===== src/rtl/core/vdi_pkg.sv =====
`timescale 1ns / 1ps
`default_nettype none
// ----------------------------------------------------------------------------
// vdi_pkg: shared types and constants
// Field widths and the command record passed from front to back end.
// ----------------------------------------------------------------------------
package vdi_pkg;
    localparam int unsigned DEFAULT_DEPTH = 1024;
    localparam int unsigned WORD_W = 32;
    localparam int unsigned IDX_W = 10;
    localparam int unsigned CNT_W = 11;
    localparam int unsigned VTX_W = 8 * WORD_W;

    typedef struct packed {
        logic             first_of_mesh;
        logic [VTX_W-1:0] vtx;
    } vdi_cmd_t;

    typedef struct packed {
        logic [IDX_W-1:0] vertex_index;
        logic             is_new;
        logic             table_full;
        logic [CNT_W-1:0] distinct_count;
    } vdi_res_t;
endpackage
`default_nettype wire


===== src/rtl/core/vdi_if.sv =====
`timescale 1ns / 1ps
`default_nettype none
// ----------------------------------------------------------------------------
// vdi_in_if / vdi_out_if: valid/ready channels
// Input vertex beats and result beats.
// ----------------------------------------------------------------------------
interface vdi_in_if;
    logic        valid;
    logic        ready;
    logic        first_of_mesh;
    logic [31:0] pos_x;
    logic [31:0] pos_y;
    logic [31:0] pos_z;
    logic [31:0] tex_u;
    logic [31:0] tex_v;
    logic [31:0] norm_x;
    logic [31:0] norm_y;
    logic [31:0] norm_z;
    modport source (output valid, first_of_mesh, pos_x, pos_y, pos_z, tex_u, tex_v,
                    norm_x, norm_y, norm_z, input ready);
    modport sink (input valid, first_of_mesh, pos_x, pos_y, pos_z, tex_u, tex_v,
                  norm_x, norm_y, norm_z, output ready);
endinterface

`default_nettype wire


===== src/rtl/core/vdi_front.sv =====
`timescale 1ns / 1ps
`default_nettype none
// ----------------------------------------------------------------------------
// vdi_front: input stage and command queue
// Accepts vertex beats, packs them and holds them in a two-entry queue.
// ----------------------------------------------------------------------------
module vdi_front (
    input  wire               clk,
    input  wire               rst_n,
    vdi_in_if.sink            in_ch,
    output vdi_pkg::vdi_cmd_t cmd,
    output logic              cmd_valid,
    input  wire               cmd_take
);
    import vdi_pkg::*;

    vdi_cmd_t   q_reg [2];
    logic [1:0] cnt_reg, cnt_next;
    logic       wp_reg, rp_reg;
    logic       push;
    vdi_cmd_t   in_cmd;

    assign in_ch.ready = (cnt_reg != 2'd2);
    assign push        = in_ch.valid && in_ch.ready;
    assign cmd_valid   = (cnt_reg != 2'd0);
    assign cmd         = q_reg[rp_reg];

    // pack words low-first
    assign in_cmd.first_of_mesh = in_ch.first_of_mesh;
    assign in_cmd.vtx = {in_ch.norm_z, in_ch.norm_y, in_ch.norm_x, in_ch.tex_v,
                         in_ch.tex_u, in_ch.pos_z, in_ch.pos_y, in_ch.pos_x};

    always_comb
    begin
        cnt_next = cnt_reg + {1'b0, push} - {1'b0, cmd_take};
    end

    always_ff @(posedge clk or negedge rst_n)
    begin
        if (!rst_n)
        begin
            cnt_reg <= 2'd0;
            wp_reg  <= 1'b0;
            rp_reg  <= 1'b0;
        end
        else
        begin
            cnt_reg <= cnt_next;
            if (push)
                wp_reg <= ~wp_reg;
            if (cmd_take)
                rp_reg <= ~rp_reg;
        end
    end

    always_ff @(posedge clk)
    begin
        if (push)
            q_reg[wp_reg] <= in_cmd;
    end

    assert property (@(posedge clk) disable iff (!rst_n) cmd_take |-> cmd_valid)
        else $error("take from empty queue");
    assert property (@(posedge clk) disable iff (!rst_n) cnt_reg != 2'd3)
        else $error("queue count overflow");
    assert property (@(posedge clk) disable iff (!rst_n)
                     (cnt_reg == 2'd2 && !cmd_take) |=> cnt_reg == 2'd2)
        else $error("full queue lost an entry");
endmodule
`default_nettype wire


===== src/flat_wrapper.sv =====
// flat-port wrapper written by rule: the top's interface ports become plain ports
module vdi_front_flat import vdi_pkg::*;
  (clk, rst_n, cmd, cmd_valid, cmd_take, in_ch_valid, in_ch_first_of_mesh, in_ch_pos_x, in_ch_pos_y, in_ch_pos_z, in_ch_tex_u, in_ch_tex_v, in_ch_norm_x, in_ch_norm_y, in_ch_norm_z, in_ch_ready);
  vdi_in_if in_ch_i ();
  input  wire clk;
  input  wire rst_n;
  output vdi_pkg::vdi_cmd_t cmd;
  output logic cmd_valid;
  input  wire cmd_take;
  input wire logic [$bits(in_ch_i.valid)-1:0] in_ch_valid;
  input wire logic [$bits(in_ch_i.first_of_mesh)-1:0] in_ch_first_of_mesh;
  input wire logic [$bits(in_ch_i.pos_x)-1:0] in_ch_pos_x;
  input wire logic [$bits(in_ch_i.pos_y)-1:0] in_ch_pos_y;
  input wire logic [$bits(in_ch_i.pos_z)-1:0] in_ch_pos_z;
  input wire logic [$bits(in_ch_i.tex_u)-1:0] in_ch_tex_u;
  input wire logic [$bits(in_ch_i.tex_v)-1:0] in_ch_tex_v;
  input wire logic [$bits(in_ch_i.norm_x)-1:0] in_ch_norm_x;
  input wire logic [$bits(in_ch_i.norm_y)-1:0] in_ch_norm_y;
  input wire logic [$bits(in_ch_i.norm_z)-1:0] in_ch_norm_z;
  output wire logic [$bits(in_ch_i.ready)-1:0] in_ch_ready;
  assign in_ch_i.valid = in_ch_valid;
  assign in_ch_i.first_of_mesh = in_ch_first_of_mesh;
  assign in_ch_i.pos_x = in_ch_pos_x;
  assign in_ch_i.pos_y = in_ch_pos_y;
  assign in_ch_i.pos_z = in_ch_pos_z;
  assign in_ch_i.tex_u = in_ch_tex_u;
  assign in_ch_i.tex_v = in_ch_tex_v;
  assign in_ch_i.norm_x = in_ch_norm_x;
  assign in_ch_i.norm_y = in_ch_norm_y;
  assign in_ch_i.norm_z = in_ch_norm_z;
  assign in_ch_ready = in_ch_i.ready;
  vdi_front u_core (.clk(clk), .rst_n(rst_n), .in_ch(in_ch_i), .cmd(cmd), .cmd_valid(cmd_valid), .cmd_take(cmd_take));
endmodule

===== config.mk =====
export PLATFORM = sky130hd
export DESIGN_NAME = vdi_front_flat
export DESIGN_NICKNAME = d
export VERILOG_FILES = /design/src/rtl/core/vdi_pkg.sv /design/src/rtl/core/vdi_if.sv /design/src/rtl/core/vdi_front.sv /design/src/flat_wrapper.sv
export SDC_FILE = /design/constraint.sdc
export NUM_CORES = 1
export LEC_CHECK = 0
export BUFFER_PORTS_ARGS = -buffer_cell sky130_fd_sc_hd__buf_4
export CAP_MARGIN = 25
export CORE_MARGIN = 2
export CORE_UTILIZATION = 45
export CTS_CLUSTER_DIAMETER = 40
export CTS_CLUSTER_SIZE = 40
export DETAILED_ROUTE_END_ITERATION = 10
export PLACE_DENSITY = 0.71
export SETUP_SLACK_MARGIN = 0.1
export SLEW_MARGIN = 0
export SYNTH_ARGS = -nofsm -noshare
export SYNTH_HDL_FRONTEND = slang
export SYNTH_SLANG_ARGS = --single-unit

===== constraint.sdc =====
create_clock -name clk -period 32.5 [get_ports clk]
set_clock_uncertainty 0.1 [all_clocks]
set_input_delay 4.875 -clock clk [delete_from_list [all_inputs] [get_ports clk]]
set_output_delay 4.875 -clock clk [all_outputs]
set_load 0.02 [all_outputs]

# [Word-level counts from Yosys, hierarchy flattened]
# Memories as Yosys holds them, arrays and structs flattened.
# Cells that the tools add are included.
# Widths: inputs -> output; s select.
[totals] word_cells=13 reg_bits=4 mem_bits_rw=514 out_inout_bits=259 mem_count=1
[op_classes] muxes=2 n_eq_ne=1 bitwise=2 add_sub_neg=2 n_reduce_logical=2
[mem_list] memory="u_core.q_reg" depth=2 word_bits=257 read_ports=1 rd_clocked_by_memory_dff=0 write_ports=1 line="vdi_front.sv:17" source="vdi_cmd_t q_reg [2];"
[op_table] operator="$add 2x1->2" count=1
[op_table] operator="$mux 1" count=2
[op_table] operator="$ne 2x2->1 const B" count=1
[op_table] operator="$not 1->1" count=2
[op_table] operator="$reduce_bool 2->1" count=1
[op_table] operator="$sub 2x1->2" count=1
[op_table] operator="$logic_and 1x1->1" count=1

# [Logic depth before layout (Yosys ltp)]
# Gate-level depths: netlist (run 1).
[logic_depth] word_depth=4 mapped_depth=5 depth_no_buf=5

# [Worst setup path before layout (run 1)]
# OpenSTA, ideal clock, no wires.
[synth_path] path_kind="input port to flip-flop" startpoint="in in_ch_valid" endpoint="mem u_core.q_reg[0][0] (netlist bit), enable pin" stages=2 arrival_ns=15.629 required_ns=31.520 slack_ns=15.891 cell_sequence="nand2_1 -> nor2_1"
[synth_between] elab_chain_len=3
[synth_lines] element="start, declared" line="flat_wrapper.sv:10" source="input wire logic [$bits(in_ch_i.valid)-1:0] in_ch_valid;"
[synth_lines] element="$logic_and 1x1->1" line="vdi_front.sv:24" source="assign push = in_ch.valid && in_ch.ready;"
[synth_lines] element="$mux 1" line="vdi_front.sv:58" source="if (push)"
[synth_lines] element="$mux 1 (implied by the code)" line="vdi_front.sv:59" source="q_reg[wp_reg] <= in_cmd;"
[synth_lines] element="end, declared" line="vdi_front.sv:17"
# No other way between the ends.

==> results of run 1 <==
[power by group]
| part | switching [uW] | leakage, uW | internal [uW] |
|---|---|---|---|
| combinational | 488 | 0.00450 | 435 |
| clock | 289 | 0.000992 | 396 |
| sequential | 47.2 | 0.00481 | 913 |
| total | 825 | 0.0103 | 1740 |
[worst register-to-register path: stages, from the launching register on]
cell      delay [ns]
dfrtp_1         0.38
nand2b_1        0.20
and3_4          0.84
buf_4           0.76
buf_4           0.92
[cell usage after synthesis]
library cell,instances
or2_2,1
buf_6,24
mux2_2,56
dfrtp_1,4
edfxtp_1,514
ha_1,1
mux2i_1,1
xor2_1,2
nor2b_1,1
buf_2,3
xnor2_1,2
nand2_1,2
nand2b_1,1
nor2_1,1
buf_8,2
inv_1,1
and3_1,1
mux2_4,201
[placed cells by master (no fill, tap or decap)]
| cell | instances |
|---|---|
| xor2_1 | 2 |
| ha_1 | 1 |
| bufinv_16 | 6 |
| buf_4 | 529 |
| mux2i_1 | 1 |
| xnor2_1 | 2 |
| nor2b_1 | 1 |
| clkbuf_1 | 4 |
| buf_16 | 2 |
| dfrtp_4 | 1 |
| inv_16 | 1 |
| inv_8 | 6 |
| or2_2 | 1 |
| diode_2 | 1 |
| buf_12 | 2 |
| nand2_1 | 2 |
| clkbuf_16 | 59 |
| and3_4 | 1 |
| clkinv_1 | 3 |
| clkinvlp_4 | 9 |
| edfxtp_1 | 514 |
| mux2_4 | 201 |
| nor2_4 | 1 |
| clkinv_4 | 3 |
| inv_6 | 12 |
| dfrtp_1 | 3 |
| clkinv_8 | 6 |
| clkinv_2 | 2 |
| mux2_2 | 56 |
| nand2b_1 | 1 |
| inv_1 | 1 |
| inv_12 | 1 |
[path summary, 6_finish.rpt]
check | to | depth (start not counted) | slack [ns] | startpoint
min in group asynchronous | u_core.wp_reg | 1 | 3.95 | rst_n
setup / recovery | cmd[241] | 5 | 23.58 | u_core.rp_reg
max in group asynchronous | u_core.rp_reg | 1 | 28.23 | rst_n
hold / removal | u_core.wp_reg | 1 | 0.50 | u_core.wp_reg
hold reg to reg | u_core.wp_reg | 1 | 0.50 | u_core.wp_reg
setup reg to reg | u_core.q_reg[1][243] | 4 | 28.86 | u_core.cnt_reg[0]
[stage by stage]
step | setup slack [ns] | total power [uW] | util [%]
after floorplan | 15.89 | 1620 | -
after global placement | 23.98 | 1890 | 55.7
after detailed placement | 24.17 | 1900 | 55.8
after CTS | 23.49 | 2600 | 60.7
after global routing | 23.36 | 2670 | 60.8
final | 23.58 | 2570 | 60.8
[cell families after synthesis]
family                   after synthesis  share of synthesized area, %
buffers and inverters                 30                          1.63
multiplexers                         258                          18.7
AND/OR/NAND/NOR                        7                         0.185
flip-flops                           518                          79.3
adder cells (fa/ha/maj)                1                        0.0638
XOR/XNOR                               4                         0.179
[layer usage]
layer	GRT usage, %	wire length (um)
met1	19.3	14800
met2	30.0	21200
met4	7.81	1310
met3	7.03	4030
met5	0	21
[final cells by class]
cell class	instances	area, um^2
fill	3130	16900
sequential	518	15500
timing repair buffer	533	4070
multi-input combinational	270	3750
clock buffer	63	1490
tap	585	732
clock inverter	49	602
inverter	1	3.75
antenna	1	2.50
==> impl_results.md, run 1 <==
- Detailed Route WL: ~41 mm
- Inst Count DP: roughly 1900
- Congestion Overflow GR: 0
- Hold Slack: roughly 0.50 ns
- Post-Syn Nets: between 1000 and 1500
- CP Data Arrival Time: 3.94 ns
- Seq cells post-synth: just over 500
- # DRC: 0
- DR vias/cell: roughly 4.8
- Largest net degree at the start of global routing: 77
- Area delta synth->final: 33.7%
- CP Capture Type: output pin
- CTS tree: built
- IO Count: between 500 and 600
- Port bufs: between 500 and 600
- Initial antenna violation count: 3
- # rows: 76
- CP Cell Sequence: buf_4 > buf_4 > buf_16 > mux2_2 > buf_4
- Gr usage total: 17.6%
- First-pass GRT wire length: 58.9 mm
- Vias in the first global route: ~10000
- Max reg flops: 514
- Synth Area per Inst: roughly 24 um^2
- Die area: 45200 um^2
- Final min period: ~8.9 ns
- Most used cell, CP: buf_4
- Max Cap Viol: 0
- DPL Wire Length: roughly 28 mm
- Vias: a little under 10000
- CTS H-tree lvls: 2
- Share of post-route cells with drive strength above 1: 62.7%
- Final hold vios: 0
- Cts repair resizes: 0
- Longest Clk Path Bufs: 3
- CP bufs+invs: 4
- Area contributors post-synth: edfxtp_1 (79%), mux2_4 (15%), mux2_2 (3.2%)
- DR WL/cell: 20.5 um
- Achievable Freq: around 0.11 GHz
- Cts hold-fix bufs: 0
- Slew margin rel.: between 30% and 40%
- First drt pass iteration count: 4
- Post-synth top area share: about four fifths
- Crit-path max cell delay: just over 0.9 ns
- Clock buffer count from CTS: 59
- WS Path Type: reg -> out
- Sequential share of the synthesized area: between 70% and 80%
- Clk slew on worst S/H paths: around 0.07 ns
- HP Class: reg -> reg
- Final setup vio count: 0
- Starting Density: approximately 45%
- Synth area leader: edfxtp_1
- Worst-case vdd ir drop: 102 uV
- Status: completed
- Nets@finish: around 1600
- Worst path required time: around 28 ns
- First DRT Iteration DRCs: roughly 520
- Synth warn: 0
- Root Driver: clkbuf_16
- Later-pin clock latency in the skew report: around 0.6 ns
- Mapped cell area: 19600 um^2
- Final Cell Area: 26200 um^2
- Unrepaired setup endpoints after global routing: false
- Core area: roughly 43000 um^2
- Routed Antenna Nets: 0
- Leak Pwr: 0.0103 uW
- Pwr Density: 98.1 nW/um^2
- Max-slew violation count: 0
- Worst Tran Pin Value: between 1 and 1.5 ns
- Critical Path Source Type: flop
- Synth cell types: 18
- Final critical-path share of the clock period: approximately 27%
- Critical path peak fanout: slightly below 60
- DP Area: between 20000 and 25000 um^2
- Setup TNS Final: 0 ns
- Crit-path leading delay family: buffers and inverters
- # clock sinks: 518
- Chip height: ~210 um
- Worst path slowest cell: dfrtp_4
- Die width: approximately 210 um
- Cells after Synth: ~820
- Routability Congestion: between 0.7 and 0.8
- Layout Cells excl Fill: 2020
- Setup Buffers After CTS: 0
(Power assumes the default switching activity.)
==> run 2, diff against run 1 <==
--- a/config.mk
+++ b/config.mk
@@ -5,6 +5,7 @@
 export SDC_FILE = /design/constraint.sdc
 export NUM_CORES = 1
 export LEC_CHECK = 0
+export ABC_AREA = 1
 export BUFFER_PORTS_ARGS = -buffer_cell sky130_fd_sc_hd__buf_4
 export CAP_MARGIN = 25
 export CORE_MARGIN = 2
==> constraint.sdc (replaced) <==
create_clock -name clk -period 8.31 [get_ports clk]
set_clock_uncertainty 0.1 [all_clocks]
set_input_delay 1.2465 -clock clk [delete_from_list [all_inputs] [get_ports clk]]
set_output_delay 1.2465 -clock clk [all_outputs]
set_load 0.02 [all_outputs]
==> impl_results.md, run 2 <==
- Status: completed
- Top cells by count, synth: edfxtp_1 (514), mux2_4 (201), mux2_2 (56)
- Post-Syn Nets: between 1000 and 1500
- Worst-case vdd ir drop: between 200 and 300 uV
- Final setup vio count: 0
- CTS H-tree lvls: 3
- CP Capture Type: output pin
- Most common cell in the netlist: edfxtp_1
- Later-pin clock latency in the skew report: ~0.58 ns
- Layout Cells excl Fill: slightly above 2000
- Final min period: 4.46 ns
- Congestion Overflow GR: 0
- HP Class: in -> async
- Die width: approximately 210 um
- Initial antenna violation count: 3
- Final critical-path share of the clock period: approximately 54%
- Cells after Synth: approximately 830
- # rows: 76
- Seq cells post-synth: approximately 520
- Routability Congestion: between 0.7 and 0.8
- Async S/R FF share, synth: less than 1%
- Inst Count DP: ~1900
- Critical path peak fanout: 128
- Synth Area per Inst: between 20 and 25 um^2
- Mapped cell area: approximately 20000 um^2
- CP Launch Point: u_core.rp_reg
- Worst path required time: around 7 ns
- Max reg flops: ~500
- Cts hold-fix bufs: 0
- Slew margin rel.: 25.8%
- Worst Tran Pin Value: between 1 and 1.5 ns
- DPL Wire Length: between 20 and 30 mm
- Critical R2R Capture: u_core.q_reg[0][118]
- Share of post-route cells with drive strength above 1: ~62%
- DR vias/cell: approximately 4.8
- Pre-CTS setup slack: ~4.3 ns
- Most frequent cells in the layout: buf_4 (524), edfxtp_1 (514), mux2_4 (201)
- Unrepaired setup endpoints after global routing: false
- Worst reg2reg startpoint: u_core.cnt_reg[1]
- Synth area leader: edfxtp_1
- Max-slew violation count: 0
- Leak Pwr: about 0.011 uW
- Worst setup margin: 3.85 ns
- Chip height: about 210 um
- Root Driver: clkbuf_16
- Layout Utilization: roughly 62%
- Post-synth EDFFs: between 500 and 600
- DR WL/cell: 20.6 um
- Achievable Freq: 0.224 GHz
- Cts repair resizes: 0
- First DRT Iteration DRCs: roughly 700
- Setup TNS Final: 0 ns
- WS Path Type: reg -> out
- First drt pass iteration count: 6
- Final hold vios: 0
- Primary FF master, synth: edfxtp_1
- IO Count: 520
- Hold Slack: between 0.3 and 0.4 ns
- First-pass GRT wire length: approximately 60 mm
- Synth warn: 0
- Gr usage total: between 10% and 20%
- Vias in the first global route: about 10000
- Core area: approximately 43000 um^2
- Clock buffer count from CTS: between 60 and 70
- Longest Clk Path Bufs: 3
- CP Data Arrival Time: roughly 3.1 ns
- Detailed Route WL: roughly 42 mm
- Clk slew on worst S/H paths: about 0.060 ns
- Synth cell types: 14
- Largest net degree at the start of global routing: roughly 180
- Die area: 45300 um^2
- Max Cap Viol: 0
- Area delta synth->final: 35.5%
- Area contributors post-synth: edfxtp_1 (79%), mux2_4 (15%), mux2_2 (3.2%)
- FF-to-FF setup slack: 5.42 ns
- R2r worst-path depth: 6
- Starting Density: a little under half
- Most common cell after layout, fill and taps aside: buf_4
- Port bufs: 519
- CTS tree: built
- Vias: between 9000 and 10000
- Post-synth top area share: between 70% and 80%
- # clock sinks: between 500 and 600
- Sequential share of the synthesized area: 79.2%
- Critical Path Source Type: flop
- Crit path to: cmd[228]
- Setup Buffers After CTS: 0
- Routed Antenna Nets: 0
- Pwr Density: 392 nW/um^2
- Nets@finish: approximately 1700
- # DRC: 0
[run 2: cell types whose count changed in the layout (fill, tap and decap cells not counted), sizes merged, moves of 2 or more]
| cell | previous run | this run |
|---|---|---|
| clkbuf | 63 | 74 |
| clkinv | 14 | 23 |
| nand2 | 2 | 8 |
| buf | 533 | 529 |
| bufinv | 6 | 10 |
| nor2 | 1 | 4 |
| clkinvlp | 9 | 7 |
| nand3 | 0 | 2 |
| xnor2 | 2 | 0 |
[run 2: cell type report]
type	count	area [um^2]
flip-flops and latches	518	15500
well taps	585	732
diodes	1	2.50
clock buffers	74	1770
clock inverters	53	707
multi-input cells	275	3750
inverters	7	26.3
fillers	3077	16500
repair buffers	529	4050
[run 2: worst max-delay path: stages (launching register included)]
cell and delay [ns]:
dfrtp_4 1.07, buf_12 0.65, mux2_2 0.42, buf_4 0.16
[run 2: worst min path at each step]
stage / startpoint / end / slack [ns] / cells past startpoint
3_5_place_dp: u_core.wp_reg / u_core.wp_reg / 0.48 / 2
2_1_floorplan: u_core.wp_reg / u_core.wp_reg / 0.41 / 2
5_1_grt: rst_n / u_core.rp_reg / 0.32 / 1
4_1_cts: rst_n / u_core.rp_reg / 0.31 / 1
6_report: rst_n / u_core.rp_reg / 0.35 / 1
3_3_place_gp: u_core.wp_reg / u_core.wp_reg / 0.47 / 2
[run 2: report_power, final]
group	switching [uW]	total, uW	internal [uW]
clock	1170	3070	1910
sequential	206	3770	3570
combinational	1870	3560	1690
total	3240	10400	7170
[run 2: kinds of logic after synthesis]
logic type	share of synthesized area (%)
flops	79.2
mux	18.6
buf+inv	1.74
simple gates	0.281
fa+ha+maj	0.0638
xor+xnor	0.0893
compound gates	0.0255
[run 2: metal layers]
layer,global-route usage (%),up-vias,wire length [um]
met5,0,-,33
met4,7.09,4,1130
met3,7.40,71,4070
met2,30.2,386,21300
met1,20.1,4830,15600
li1,-,4469,-
[run 2: metrics by stage]
step | cell area, um^2 | total power (uW)
2_1_floorplan | 19600 | 6260
3_3_place_gp | 24000 | 7370
3_5_place_dp | 24000 | 7410
4_1_cts | 26500 | 10500
5_1_grt | 26600 | 10800
6_report | 26600 | 10400
